<file path="src/rtl/kupc_fifo.sv">
// ----------------------------------------------------------------------------
// kupc_fifo
// Small register queue with push/full and pop/empty sides.
// ----------------------------------------------------------------------------
module kupc_fifo #(
    parameter int WIDTH = 8,
    parameter int DEPTH = 2
) (
    input  logic             i_clk,
    input  logic             i_rst_n,
    input  logic             i_push,
    input  logic [WIDTH-1:0] i_data,
    output logic             o_full,
    input  logic             i_pop,
    output logic [WIDTH-1:0] o_data,
    output logic             o_empty
);

    localparam int PW = (DEPTH > 1) ? $clog2(DEPTH) : 1;
    localparam int CW = $clog2(DEPTH + 1);

    logic [WIDTH-1:0] r_mem [DEPTH];
    logic [PW-1:0]    r_wr_ptr, n_wr_ptr;
    logic [PW-1:0]    r_rd_ptr, n_rd_ptr;
    logic [CW-1:0]    r_count, n_count;
    logic             w_push, w_pop;

    assign o_full  = (r_count == CW'(DEPTH));
    assign o_empty = (r_count == '0);
    assign o_data  = r_mem[r_rd_ptr];
    assign w_push  = i_push && !o_full;
    assign w_pop   = i_pop && !o_empty;

    always_comb begin
        n_wr_ptr = r_wr_ptr;
        n_rd_ptr = r_rd_ptr;
        n_count  = r_count;
        if (w_push) begin
            n_wr_ptr = (r_wr_ptr == PW'(DEPTH - 1)) ? '0 : r_wr_ptr + 1'b1;
        end
        if (w_pop) begin
            n_rd_ptr = (r_rd_ptr == PW'(DEPTH - 1)) ? '0 : r_rd_ptr + 1'b1;
        end
        if (w_push && !w_pop) begin
            n_count = r_count + 1'b1;
        end else if (w_pop && !w_push) begin
            n_count = r_count - 1'b1;
        end
    end

    always_ff @(posedge i_clk) begin
        if (!i_rst_n) begin
            r_wr_ptr <= '0;
            r_rd_ptr <= '0;
            r_count  <= '0;
        end else begin
            r_wr_ptr <= n_wr_ptr;
            r_rd_ptr <= n_rd_ptr;
            r_count  <= n_count;
        end
    end

    always_ff @(posedge i_clk) begin
        if (w_push) begin
            r_mem[r_wr_ptr] <= i_data;
        end
    end

endmodule

</file>
<file path="config.mk">
export PLATFORM = sky130hd
export DESIGN_NAME = kupc_fifo
export DESIGN_NICKNAME = d
export VERILOG_FILES = /design/src/rtl/kupc_fifo.sv
export SDC_FILE = /design/constraint.sdc
export NUM_CORES = 1
export LEC_CHECK = 0
export ABC_AREA = 0
export BUFFER_PORTS_ARGS = -buffer_cell sky130_fd_sc_hd__buf_4
export CORE_MARGIN = 4
export CORE_UTILIZATION = 41
export CTS_BUF_LIST = sky130_fd_sc_hd__clkbuf_4
export DETAILED_ROUTE_END_ITERATION = 7
export PLACE_DENSITY = 0.72
export SKIP_CTS_REPAIR_TIMING = 1
export SYNTH_ARGS = -nofsm -noshare
export SYNTH_HDL_FRONTEND = slang
export SYNTH_SLANG_ARGS = --single-unit
</file>
<file path="constraint.sdc">
create_clock -name i_clk -period 2.3 [get_ports i_clk]
set_input_delay 0.46 -clock i_clk [delete_from_list [all_inputs] [get_ports i_clk]]
set_output_delay 0.46 -clock i_clk [all_outputs]
set_load 0.02 [all_outputs]
</file>
After elaboration in Yosys (flattened, before gate mapping)
Memory sizes are Yosys's and may differ from the RTL's. A register that Yosys moved wholly into a read port is not among the register bits. Cells that the tools add are included.

Memories: 1. RAM bits: 16. Bits of input ports: 12. Register bits: 4.

Muxes and demuxes: 8. Eq/ne operators: 1. Reductions and logical operators: 10. $add $sub $neg: 4.

Memories: r_mem (depth 2, bits a word 8, read ports 1, clocked after memory_dff 1, wr ports 1, line 22) `logic [WIDTH-1:0] r_mem [DEPTH];`.

Operators with widths (count): $mux 1 (6); $logic_and 1x1->1 (4); $logic_not 1->1 (4); $mux 2 (2); $add 1x1->1 const B (2); $add 2x1->2 const B (1); $eq 2x2->1 const B (1); $logic_not 2->1 (1); $reduce_bool 2->1 (1); $sub 2x1->2 const B (1).

Logic depth before layout (Yosys ltp)
Depth after elaboration: 7. Mapped depth: 7. Gate-level depth less buffers: 7.

Worst setup path after synthesis
OpenSTA, ideal clock, no wires.

Path kind: register to register. From: register r_count[0]. To: register r_count[1]. Required time: 2.230 ns. Stages on the path, launching flop included: 7. Arrival: 1.444 ns. Clock period less this slack: 1.514 ns. Setup time: 0.070 ns. Slack: 0.786 ns. Cell sequence: dfxtp_1 nand2b_1 inv_2 nor2_1 ha_1 or3_1 a21boi_1.

Longest elaborated chain between the ends: 6. Elaborated cells between the ends (all ways): 15. Classes of those cells: add/sub: 2; eq/ne: 1; mux: 2; reduce/logical: 10.

RTL lines: start: declaration (line 25) `logic [CW-1:0] r_count, n_count;`; start signal: assignment (line 59) `r_count <= n_count;`; $eq 2x2->1 (*) (line 28) `assign o_full = (r_count == CW'(DEPTH));`; named net o_full (line 13) `output logic o_full,`; $logic_not 1->1 (*) (line 31) `assign w_push = i_push && !o_full;`; $logic_and 1x1->1 (*) (line 31); $logic_not 1->1 (line 46) `end else if (w_pop && !w_push) begin`; $logic_and 1x1->1 (line 46); $reduce_bool 2->1 (no source line).

Mark *: on every way through the listed nets, which the timed path passes. The rest lies on a longest branch. The select of a mux whose other input is x is not followed. A chain may end at the register's enable or synchronous reset.

==> out/metrics.cfg <==
[run_status]
status=finished clean

[clocking]
cts-buffers-inserted=3
cts.sinks=21
cts_htree_levels=1
worstSkewPairLatency_ps=290
cts.reportedPaths.clkPinSlew_ps=110
cts_root_buffer=clkbuf_4
cts_tree=built
clockBufferDepth=2

[timing]
finalClockSkew_ps=3.94
hold_viol=0
maxSlewHeadroom_pct=51.5
maxSlewViolCount=0
min_period_ps=1850
worstMarginPinSlew_ps=723
rsz0062_at_grt=false
worst_slack_ps=455
tns_ps=0
setup_viol=0
post-route-period-util_pct=80.2
fmax_ghz=0.542

[global_route]
antenna_found_initial=0
grt_max_degree=12
grt_overflow=0
grt_use_total_pct=9.35
grt_pass1_wl_mm=1.84
grt_pass1_vias=438

[power_and_ir_drop]
p_sw_share_pct=31.5
p_clk_share_pct=15.9
ir_worst_vdd_v=0.000826
seqPwrFrac_pct=47.7
leakagePower_nw=0.400
combPwrFrac_pct=36.4
cellPowerDensity_mw_per_mm2=1100
netSwitchingPower_mw=0.353
p_int_mw=0.769

[logic_synthesis]
synth_ff_type=edfxtp_1
netlist_instances=50
syn_area_um2=810
synth.most_common_cell=edfxtp_1
synthTopCellsByArea=edfxtp_1 (59%), dfxtp_1 (12%), mux2_2 (11%)
synth_common_cells=edfxtp_1 (16), mux2_2 (8), dfxtp_1 (5)
syn_avg_cell_area_um2=16.2
synth_seq_area_share_pct=71.7
synth_top_area_share_pct=59.4
ys_seq_elements=21
ys_types=20
synthArstFlopShare_pct=0
syn_nets=63
yosys.area.top_type=edfxtp_1
synth_edf_count=16
ys.warnings.count=0

[place]
post-dp-hpwl_um=942
numPortBuffers=21
place_congestion=0.657
dpl_worst_slack_ps=693

[cells_and_area]
drive_gt1_share_pct=47.3
area_growth_pct=26.4
diodes=0
num-nets-final=88
fill_cells=164

[floorplan]
die_w_um=52.4
initial_utilization_pct=44.9
fp.dieH_um=52.4
ioPinCount=22
die_area_mm2=0.00275
core-area_mm2=0.00180
rows=15

[critical_path]
critPathTopFamily=flip-flops
end_kind=output pin
cpMaxStageDelayCell=dfxtp_1
cp.required_ps=1840
crit_chain=mux2_2, buf_4
startpoint_type=register
crit_path_max_fanout=8
worst-path-buf-inv=1
critPathArrivalTime_ps=1390
path_class=reg2out
slowest_delay_ps=560

[drt]
firstDrtPassIters=3
first_iter_violations=1
vias=465
postRouteAntennaNets=0
routed_wl_mm=1.27
drc_errors=0
vias_per_cell=4.70
wl_per_cell_um=12.8

[run]
drv_cap=0

[min_path]
hold_path.class=in2reg

==> worst paths after layout <==
kind / from / end / slack (ps) / cells after the start
worst max-delay path: register / o_data[1] / 450 / 2
worst max register to register: r_count[0] / r_mem[0][1] / 730 / 3
worst min-delay path: i_data[6] / r_mem[0][6] / 350 / 1
worst min register to register: r_count[1] / r_count[1] / 530 / 2
==> layer usage <==
| layer | vias up | track usage (%) | part of all wire (%) |
|---|---|---|---|
| met5 | - | 0 | 0 |
| met4 | 0 | 2.55 | 0.94 |
| met3 | 2 | 3.13 | 7.0 |
| met2 | 13 | 15.9 | 51 |
| met1 | 219 | 11.2 | 41 |
| li1 | 231 | - | - |
==> metrics by stage <==
stage	cell area, um^2	std cells	power (mW)	util, %	hold WS [ps]
finish	1020	99	1.12	56.8	347
CTS	1020	99	1.13	56.8	341
global placement	993	95	0.949	55.1	506
detailed placement	993	95	0.959	55.1	517
global route	1020	99	1.19	56.8	326
floorplan	810	50	0.808	-	483
==> registers in the layout (all words and copies together), names as in the netlist, named ones only <==
register / count
r_count: 2
r_mem: 16
r_rd_ptr: 1
r_wr_ptr: 1
==> kinds of logic (layout without fill, tap and decap cells) <==
kind of cell / after synthesis / after routing / synth area share (%)
AOI/OAI and AO/OA: 5 / 5 / 4.02
muxes: 8 / 8 / 11.1
and+or+nand+nor: 9 / 9 / 6.80
buffers and inverters: 3 / 27 / 1.54
adders and majority gates: 1 / 1 / 1.55
DFF: 21 / 21 / 71.7
xor gates and xnor gates: 3 / 3 / 3.25
==> layout make-up <==
class | instances | area [um^2] | area share [%]
repair buffers | 21 | 158 | 15.4
inverters | 2 | 7.51 | 0.733
well taps | 25 | 31.3 | 3.06
clock buffers | 4 | 30.0 | 2.93
multi-input cells | 26 | 216 | 21.1
flip-flops and latches | 21 | 581 | 56.7
==> layout by cell type (no fill, tap or decap) <==
| master | netlist | routed |
|---|---|---|
| or3_1 | 1 | 1 |
| xnor2_1 | 2 | 2 |
| o21ai_1 | 1 | 1 |
| and2_1 | 3 | 3 |
| ha_1 | 1 | 1 |
| nor3_2 | 1 | 1 |
| buf_4 | 0 | 21 |
| and3_1 | 1 | 1 |
| edfxtp_1 | 16 | 16 |
| xor2_1 | 1 | 1 |
| mux2_2 | 8 | 8 |
| a21boi_0 | 1 | 1 |
| inv_2 | 1 | 1 |
| a21boi_1 | 1 | 1 |
| nor2_1 | 2 | 2 |
| nand2b_1 | 1 | 1 |
| clkbuf_4 | 0 | 4 |
| dfxtp_1 | 5 | 5 |
| o21ai_0 | 1 | 1 |
| o21a_1 | 1 | 1 |
| inv_1 | 1 | 1 |
==> power by group through the flow <==
stage / combinational (mW) / clock [mW] / sequential (mW)
after global placement: 0.407 / 0 / 0.542
after floorplan: 0.290 / 0 / 0.517
after CTS: 0.416 / 0.182 / 0.536
after detailed placement: 0.415 / 0 / 0.544
final: 0.408 / 0.178 / 0.535
after global routing: 0.442 / 0.203 / 0.545
No activity file was read; power rests on OpenSTA's default activity.
