[config.mk]
export PLATFORM = sky130hd
export DESIGN_NAME = kupc_front
export DESIGN_NICKNAME = d
export VERILOG_FILES = /design/src/rtl/kupc_pkg.sv /design/src/rtl/kupc_fifo.sv /design/src/rtl/kupc_front.sv
export SDC_FILE = /design/constraint.sdc
export NUM_CORES = 1
export LEC_CHECK = 0
export BUFFER_PORTS_ARGS = -buffer_cell sky130_fd_sc_hd__buf_4
export CORE_UTILIZATION = 57
export DETAILED_ROUTE_END_ITERATION = 8
export PLACE_DENSITY = 0.79
export SETUP_SLACK_MARGIN = 0.02
export SKIP_CTS_REPAIR_TIMING = 1
export SLEW_MARGIN = 20
export SYNTH_ARGS = -nofsm -noshare
export SYNTH_HDL_FRONTEND = slang
export SYNTH_SLANG_ARGS = --single-unit
[constraint.sdc]
create_clock -name i_clk -period 5 [get_ports i_clk]
set_input_delay 0.75 -clock i_clk [delete_from_list [all_inputs] [get_ports i_clk]]
set_output_delay 0.75 -clock i_clk [all_outputs]
set_load 0.01 [all_outputs]
[src/rtl/kupc_pkg.sv]
// ----------------------------------------------------------------------------
// kupc_pkg
// Shared types and constants of the key use policy check core.
// ----------------------------------------------------------------------------
package kupc_pkg;

    localparam int KEY_COUNT_DEF = 256;
    localparam int TIME_BITS_DEF = 48;
    localparam int TIME_W        = 48;   // width of the time ports
    localparam int KEY_W         = 8;    // width of the key index port
    localparam int KEY_SPAN      = 256;  // keys reachable through the index port
    localparam int CMD_DEPTH     = 4;
    localparam int RES_DEPTH     = 2;

    typedef logic [TIME_W-1:0] t_time;

    typedef enum logic [2:0] {
        ST_OK       = 3'd0,
        ST_PURPOSE  = 3'd1,
        ST_NOT_YET  = 3'd2,
        ST_EXPIRED  = 3'd3,
        ST_TOO_MANY = 3'd4
    } t_status;

    typedef enum logic [2:0] {
        KIND_ACTIVE = 3'd0,
        KIND_USAGE  = 3'd1,
        KIND_ORIG   = 3'd2,
        KIND_GAP    = 3'd3,
        KIND_SINGLE = 3'd4,
        KIND_OTHER  = 3'd5
    } t_kind;

    typedef enum logic [1:0] {
        PURP_ENCRYPT = 2'd0,
        PURP_DECRYPT = 2'd1,
        PURP_SIGN    = 2'd2,
        PURP_VERIFY  = 2'd3
    } t_purpose;

    // One classified parameter as it waits between front and back
    typedef struct packed {
        t_kind            kind;
        logic [KEY_W-1:0] slot;
        t_status          pre_status;
        t_time            value;
        t_time            now;
        logic             last;
    } t_cmd;

endpackage

[src/rtl/kupc_fifo.sv]
// ----------------------------------------------------------------------------
// kupc_fifo
// Small register queue with push/full and pop/empty sides.
// ----------------------------------------------------------------------------
module kupc_fifo #(
    parameter int WIDTH = 8,
    parameter int DEPTH = 2
) (
    input  logic             i_clk,
    input  logic             i_rst_n,
    input  logic             i_push,
    input  logic [WIDTH-1:0] i_data,
    output logic             o_full,
    input  logic             i_pop,
    output logic [WIDTH-1:0] o_data,
    output logic             o_empty
);

    localparam int PW = (DEPTH > 1) ? $clog2(DEPTH) : 1;
    localparam int CW = $clog2(DEPTH + 1);

    logic [WIDTH-1:0] r_mem [DEPTH];
    logic [PW-1:0]    r_wr_ptr, n_wr_ptr;
    logic [PW-1:0]    r_rd_ptr, n_rd_ptr;
    logic [CW-1:0]    r_count, n_count;
    logic             w_push, w_pop;

    assign o_full  = (r_count == CW'(DEPTH));
    assign o_empty = (r_count == '0);
    assign o_data  = r_mem[r_rd_ptr];
    assign w_push  = i_push && !o_full;
    assign w_pop   = i_pop && !o_empty;

    always_comb begin
        n_wr_ptr = r_wr_ptr;
        n_rd_ptr = r_rd_ptr;
        n_count  = r_count;
        if (w_push) begin
            n_wr_ptr = (r_wr_ptr == PW'(DEPTH - 1)) ? '0 : r_wr_ptr + 1'b1;
        end
        if (w_pop) begin
            n_rd_ptr = (r_rd_ptr == PW'(DEPTH - 1)) ? '0 : r_rd_ptr + 1'b1;
        end
        if (w_push && !w_pop) begin
            n_count = r_count + 1'b1;
        end else if (w_pop && !w_push) begin
            n_count = r_count - 1'b1;
        end
    end

    always_ff @(posedge i_clk) begin
        if (!i_rst_n) begin
            r_wr_ptr <= '0;
            r_rd_ptr <= '0;
            r_count  <= '0;
        end else begin
            r_wr_ptr <= n_wr_ptr;
            r_rd_ptr <= n_rd_ptr;
            r_count  <= n_count;
        end
    end

    always_ff @(posedge i_clk) begin
        if (w_push) begin
            r_mem[r_wr_ptr] <= i_data;
        end
    end

endmodule

[src/rtl/kupc_front.sv]
// ----------------------------------------------------------------------------
// kupc_front
// Accepts parameter beats, folds the key index into the key range, masks
// the times, settles the checks that need no record and queues the result.
// ----------------------------------------------------------------------------
module kupc_front import kupc_pkg::*; #(
    parameter int KEY_COUNT = KEY_COUNT_DEF,
    parameter int TIME_BITS = TIME_BITS_DEF
) (
    input  logic             i_clk,
    input  logic             i_rst_n,
    input  logic             i_push,
    output logic             o_full,
    input  logic [2:0]       i_req_type,
    input  logic [KEY_W-1:0] i_key_index,
    input  logic [1:0]       i_purpose,
    input  logic             i_purpose_present,
    input  logic [TIME_W-1:0] i_param_value,
    input  logic [TIME_W-1:0] i_current_time,
    input  logic             i_last_param,
    output t_cmd             o_cmd,
    output logic             o_cmd_valid,
    input  logic             i_cmd_pop
);

    localparam int    TW        = (TIME_BITS < TIME_W) ? TIME_BITS : TIME_W;
    localparam t_time TIME_MASK = {TIME_W{1'b1}} >> (TIME_W - TW);

    // Remainder by compare and subtract, one shifted multiple per step
    function automatic logic [KEY_W-1:0] fold_key(input logic [KEY_W-1:0] k);
        logic [KEY_W-1:0] r;
        logic [31:0]      d;
        r = k;
        for (int i = KEY_W - 1; i >= 0; i--) begin
            d = 32'(KEY_COUNT) << i;
            if (32'(r) >= d) begin
                r = r - d[KEY_W-1:0];
            end
        end
        return r;
    endfunction

    t_cmd     w_cmd;
    t_purpose w_purpose;
    logic     w_empty;

    assign w_purpose = t_purpose'(i_purpose);

    always_comb begin
        w_cmd.slot  = fold_key(i_key_index);
        w_cmd.value = i_param_value & TIME_MASK;
        w_cmd.now   = i_current_time & TIME_MASK;
        w_cmd.last  = i_last_param;
        unique case (i_req_type)
            3'd0:    w_cmd.kind = KIND_ACTIVE;
            3'd1:    w_cmd.kind = KIND_USAGE;
            3'd2:    w_cmd.kind = KIND_ORIG;
            3'd3:    w_cmd.kind = KIND_GAP;
            3'd4:    w_cmd.kind = KIND_SINGLE;
            default: w_cmd.kind = KIND_OTHER;
        endcase
        w_cmd.pre_status = ST_OK;
        if (!i_purpose_present) begin
            w_cmd.pre_status = ST_PURPOSE;
        end else begin
            unique case (w_cmd.kind)
                KIND_ACTIVE: begin
                    if (w_cmd.now < w_cmd.value) w_cmd.pre_status = ST_NOT_YET;
                end
                KIND_USAGE: begin
                    if (w_purpose == PURP_VERIFY && w_cmd.now > w_cmd.value)
                        w_cmd.pre_status = ST_EXPIRED;
                end
                KIND_ORIG: begin
                    if (w_purpose == PURP_SIGN && w_cmd.now > w_cmd.value)
                        w_cmd.pre_status = ST_EXPIRED;
                end
                default: w_cmd.pre_status = ST_OK;
            endcase
        end
    end

    kupc_fifo #(
        .WIDTH ($bits(t_cmd)),
        .DEPTH (CMD_DEPTH)
    ) u_cmd_q (
        .i_clk   (i_clk),
        .i_rst_n (i_rst_n),
        .i_push  (i_push),
        .i_data  (w_cmd),
        .o_full  (o_full),
        .i_pop   (i_cmd_pop),
        .o_data  (o_cmd),
        .o_empty (w_empty)
    );

    assign o_cmd_valid = !w_empty;

endmodule

# [Yosys cells after proc, flatten, opt, wreduce, memory -nomap -nowiden]
# Memories as Yosys holds them, arrays and structs flattened. A register that Yosys moved wholly into a read port is not among the register bits.
# Cells that the tools add are included.
[totals] mem_bits_ro=0 reg_bits=7 n_memories=1 out_inout_bits=113 latchBits=0 mem_bits_rw=444 input_bits=115
[mem_list] memory="u_cmd_q.r_mem" words=4 word_bits=111 rd=1 rd_ports_with_merged_regs=1 write_ports=1 line_no="kupc_fifo.sv:22" source="logic [WIDTH-1:0] r_mem [DEPTH];"
[op_classes] n_lt_le_gt_ge=2 n_mul=0 div_mod_pow=0 n_shift=0 mux=14 add_sub_neg=4 n_bitwise=0 n_reduce_logical=14 eq_ne=11
[op_table] operator="$gt A48 B48 Y1" count=1
[op_table] operator="$lt A48 B48 Y1" count=1
[op_table] operator="$pmux W3 S5" count=1
[op_table] operator="$mux W2" count=7
[op_table] operator="$eq A3 B2 Y1 const B" count=3
[op_table] operator="$logic_not A3 Y1" count=3
[op_table] operator="$mux W3" count=3
[op_table] operator="$pmux W3 S3" count=1
[op_table] operator="$eq A2 B2 Y1 const B" count=4
[op_table] operator="$eq A3 B1 Y1 const B" count=2
[op_table] operator="$eq A3 B3 Y1 const B" count=2
[op_table] operator="$logic_and A1 B1 Y1" count=6
[op_table] operator="$add A2 B1 Y2 const B" count=2
[op_table] operator="$logic_not A1 Y1" count=4
[op_table] operator="$add A3 B1 Y3 const B" count=1
[op_table] operator="$sub A3 B1 Y3 const B" count=1
[op_table] operator="$mux W1" count=2
[op_table] operator="$reduce_bool A2 Y1" count=1

# [Longest topological paths before layout]
[logic_depth] ltp_word=7 depth_mapped=9

# [Modules after synthesis]
# From an unflattened synthesis, not the netlist that was laid out.
[hier_totals] hier_cells=814 area_unflattened_um2=17793.3
[modules_own_cells] mod="kupc_fifo" cells_each=630 area_per_inst_um2=16483.3 instances=1 seq_area_each_um2=13513.0
[modules_own_cells] mod="kupc_front" cells_each=184 area_per_inst_um2=1310.0 instances=1 seq_area_each_um2=0.0

# [Worst setup path after synthesis]
# No wires, ideal clock.
[synth_timing] path_kind="input-to-reg" from="input i_push" to="memory u_cmd_q.r_mem[1][0] in the netlist's numbering (enable)" cell_stages=3 t_required_ns=4.518 setup_ns=0.482 t_arrival_ns=3.671 path_slack_ns=0.848 n_path_buf=1 path_cell_list="nor2b_1 > clkbuf_1 > and2_1"
[synth_between] elab_chain_cells=3
[synth_rtl] element="start, declared" line_no="kupc_front.sv:12" source="input logic i_push,"
[synth_rtl] element="$logic_and A1 B1 Y1" line_no="kupc_fifo.sv:31" source="assign w_push = i_push && !o_full;"
[synth_rtl] element="via u_cmd_q.w_push" line_no="kupc_fifo.sv:26" source="logic w_push, w_pop;"
[synth_rtl] element="$mux W1" line_no="kupc_fifo.sv:64" source="if (w_push) begin"
[synth_rtl] element="$mux W1 (not written as such)" line_no="kupc_fifo.sv:65" source="r_mem[r_wr_ptr] <= i_data;"
[synth_rtl] element="end, declared" line_no="kupc_fifo.sv:22"
# The timed path passes the listed nets, and every way through them passes these cells.

==> metrics.txt <==
outcome finished, final reports clean; Routed Antenna Nets 0; initial antenna violation count 0; DPL Wire Length about 21000 microns; ranking of synthesized cells by area edfxtp_1 (75%), mux4_2 (14%), ha_1 (3.8%); Worst Path Buf+Inv 2; WL/cell 23.3 microns; clock-pin slew on the worst setup and hold paths ~60 ps; maximum VDD drop 334 uV; post-route minimum period between 3000 and 4000 ps; first-pass GRT wire length 52800 microns; Synth Cell Area 17600 sq um; Synth Area in XOR/XNOR 0.000996; standard-cell rows 63; Rel. slew slack 0.383; Critical Path Max Stage Delay 960 ps; largest net degree at the start of global routing between 60 and 70; Worst Path Max Fanout 43; skew final 13.2 ps; vias per cell 5.79; starting density of the core 0.586; Pre-antenna DRT Iters 5; # nets final 1237; CORE AREA 30000 sq um; Routability Congestion 0.744; Syn Nets 981; Diodes inserted 0; max-capacitance violation count 0; total clock sinks 449; # setup viols final 0; Worst EP required roughly 4300 ps; Top Family by Delay on Critical Path flip-flops; crit-path cells buf_12 > mux4_2 > buf_4; post-synthesis adder-cell area fraction 0.0396; Yosys Warn Count 0; First DRT Iteration DRCs 664; Fin. Hold Viols 0; gr usage total 0.228; post-synthesis simple-gate area fraction 0.0193; count leader, synth edfxtp_1; fin. max-slew vios 0; layout cell share with drive strength beyond 1 0.378; die area between 30000 and 40000 sq um; hold path start i_last_param; Area growth syn-to-layout 20.9%; Leak 7.49 nW; DRT Wirelength 34600 microns; synth unique cells 44; Hold Crit Class input port to register; CTS Buf Count between 40 and 50; post-synthesis cell count 811; Die Span X 178 microns; reg2reg start u_cmd_q.r_count[0]; gr ovfl total 0; CTS tree yes; Critical Path Slowest Stage Cell dfxtp_4; CP endpoint kind primary output; post-synthesis compound-gate area fraction 0.0171; DRC viols 0; RSZ-0062 raised after global routing no; H-tree Lvls 2; PortBufs 226; CP arrival 2640 ps; FF+latch count, synth 449; routed vias 8623; crit path kind register to primary output; Fmax 295 MHz; post-synth top area share 0.751; pwr dens 480 nW/um^2; multiplexer area fraction after synthesis 0.143; commonest register cell after synthesis edfxtp_1; io pins roughly 230; syn avg cell area ~22 sq um; largest family of logic cells by synthesized area multiplexers; ys async rst share 0; EDFF count, synth 440; setup TNS 0 ps; Pwr Total a little over 0.01 W; Tcrit/Tclk final 0.679; slew at the pin with the worst max-slew slack 926 ps; Worst-Skew Late Latency between 500 and 600 ps; sequential fraction of the synthesis area 0.761; clock tree buffer depth 3; vias in the first global route 9297; Fillers 1812; Synth area leader edfxtp_1; die height 178 microns; synth cell count leaders edfxtp_1 (440), mux4_2 (110), ha_1 (54), inv_1 (54), a21oi_1 (18); critical path startpoint category register; CTS root buf clkbuf_16
==> cells in the final DEF, fill, tap and decap left out, types with 4 or more instances in the layout <==
| cell | count |
|---|---|
| a21oi_1 | 18 |
| nand2_1 | 17 |
| and2_4 | 4 |
| nor2_1 | 5 |
| dfxtp_1 | 7 |
| clkbuf_16 | 45 |
| mux2i_1 | 4 |
| mux4_2 | 110 |
| buf_12 | 7 |
| nand3_1 | 6 |
| clkinv_2 | 5 |
| clkbuf_1 | 7 |
| clkinv_1 | 15 |
| buf_4 | 229 |
| nand4_1 | 8 |
| nor2b_1 | 7 |
| ha_1 | 54 |
| bufinv_16 | 6 |
| a21o_1 | 6 |
| edfxtp_1 | 440 |
| inv_1 | 54 |
| o21ai_0 | 6 |
==> logic make-up (layout without fill, tap and decap cells) <==
logic type | count (synthesis) | after routing
flip-flops | 449 | 449
multiplexers | 114 | 114
buffers and inverters | 81 | 369
AND/OR/NAND/NOR | 62 | 62
adder cells (fa/ha/maj) | 55 | 55
AO/OA/AOI/OAI | 47 | 47
XOR/XNOR | 2 | 2
other | 1 | 1
==> final timing paths <==
path / to / depth (start not counted) / slack [ps]
worst max-delay path: o_cmd[30] / 3 / 1610
worst min-delay path: u_cmd_q.r_mem[0][0] / 1 / 420
worst min register to register: register / 2 / 500
worst max register to register: u_cmd_q.r_mem[1][9] / 4 / 2370
==> metal layers <==
metal,global-route usage,vias to the layer above,routed length (microns),share of wire
li1,-,3849,-,-
met1,0.310,4450,14300,0.41
met2,0.364,279,16900,0.49
met3,0.0602,45,2740,0.079
met4,0.0687,0,707,0.020
met5,0,-,0,0
==> flip-flops by register name (all words and copies together) (netlist names), named ones only <==
signal,cells
u_cmd_q.r_count,3
u_cmd_q.r_mem,440
u_cmd_q.r_rd_ptr,2
u_cmd_q.r_wr_ptr,2
==> where the power goes <==
group	total (W)	internal (W)	switching, W
registers	0.00473	0.00455	0.000187
clock network	0.00326	0.00195	0.00131
logic	0.00221	0.00117	0.00104
==> layout make-up <==
type	count	area, sq um	area share
clock inverter	27	269	0.0127
multi-input combinational	281	3880	0.183
tap	390	488	0.0230
clock buffer	52	1150	0.0542
inverter	54	203	0.00954
sequential	449	13400	0.630
timing repair buffer	236	1860	0.0875
==> through the flow <==
stage / cells / cell area [sq um] / util / setup slack (ps) / hold WS [ps]
final: 1489 / 21300 / 0.708 / 1610 / 416
after global routing: 1489 / 21300 / 0.708 / 1380 / 397
after CTS: 1489 / 21300 / 0.708 / 1480 / 389
after detailed placement: 1410 / 19800 / 0.660 / 1610 / 487
after global placement: 1410 / 19800 / 0.660 / 1700 / 464
after floorplan: 811 / 17600 / - / 848 / 467
No activity file was read; power rests on OpenSTA's default activity.
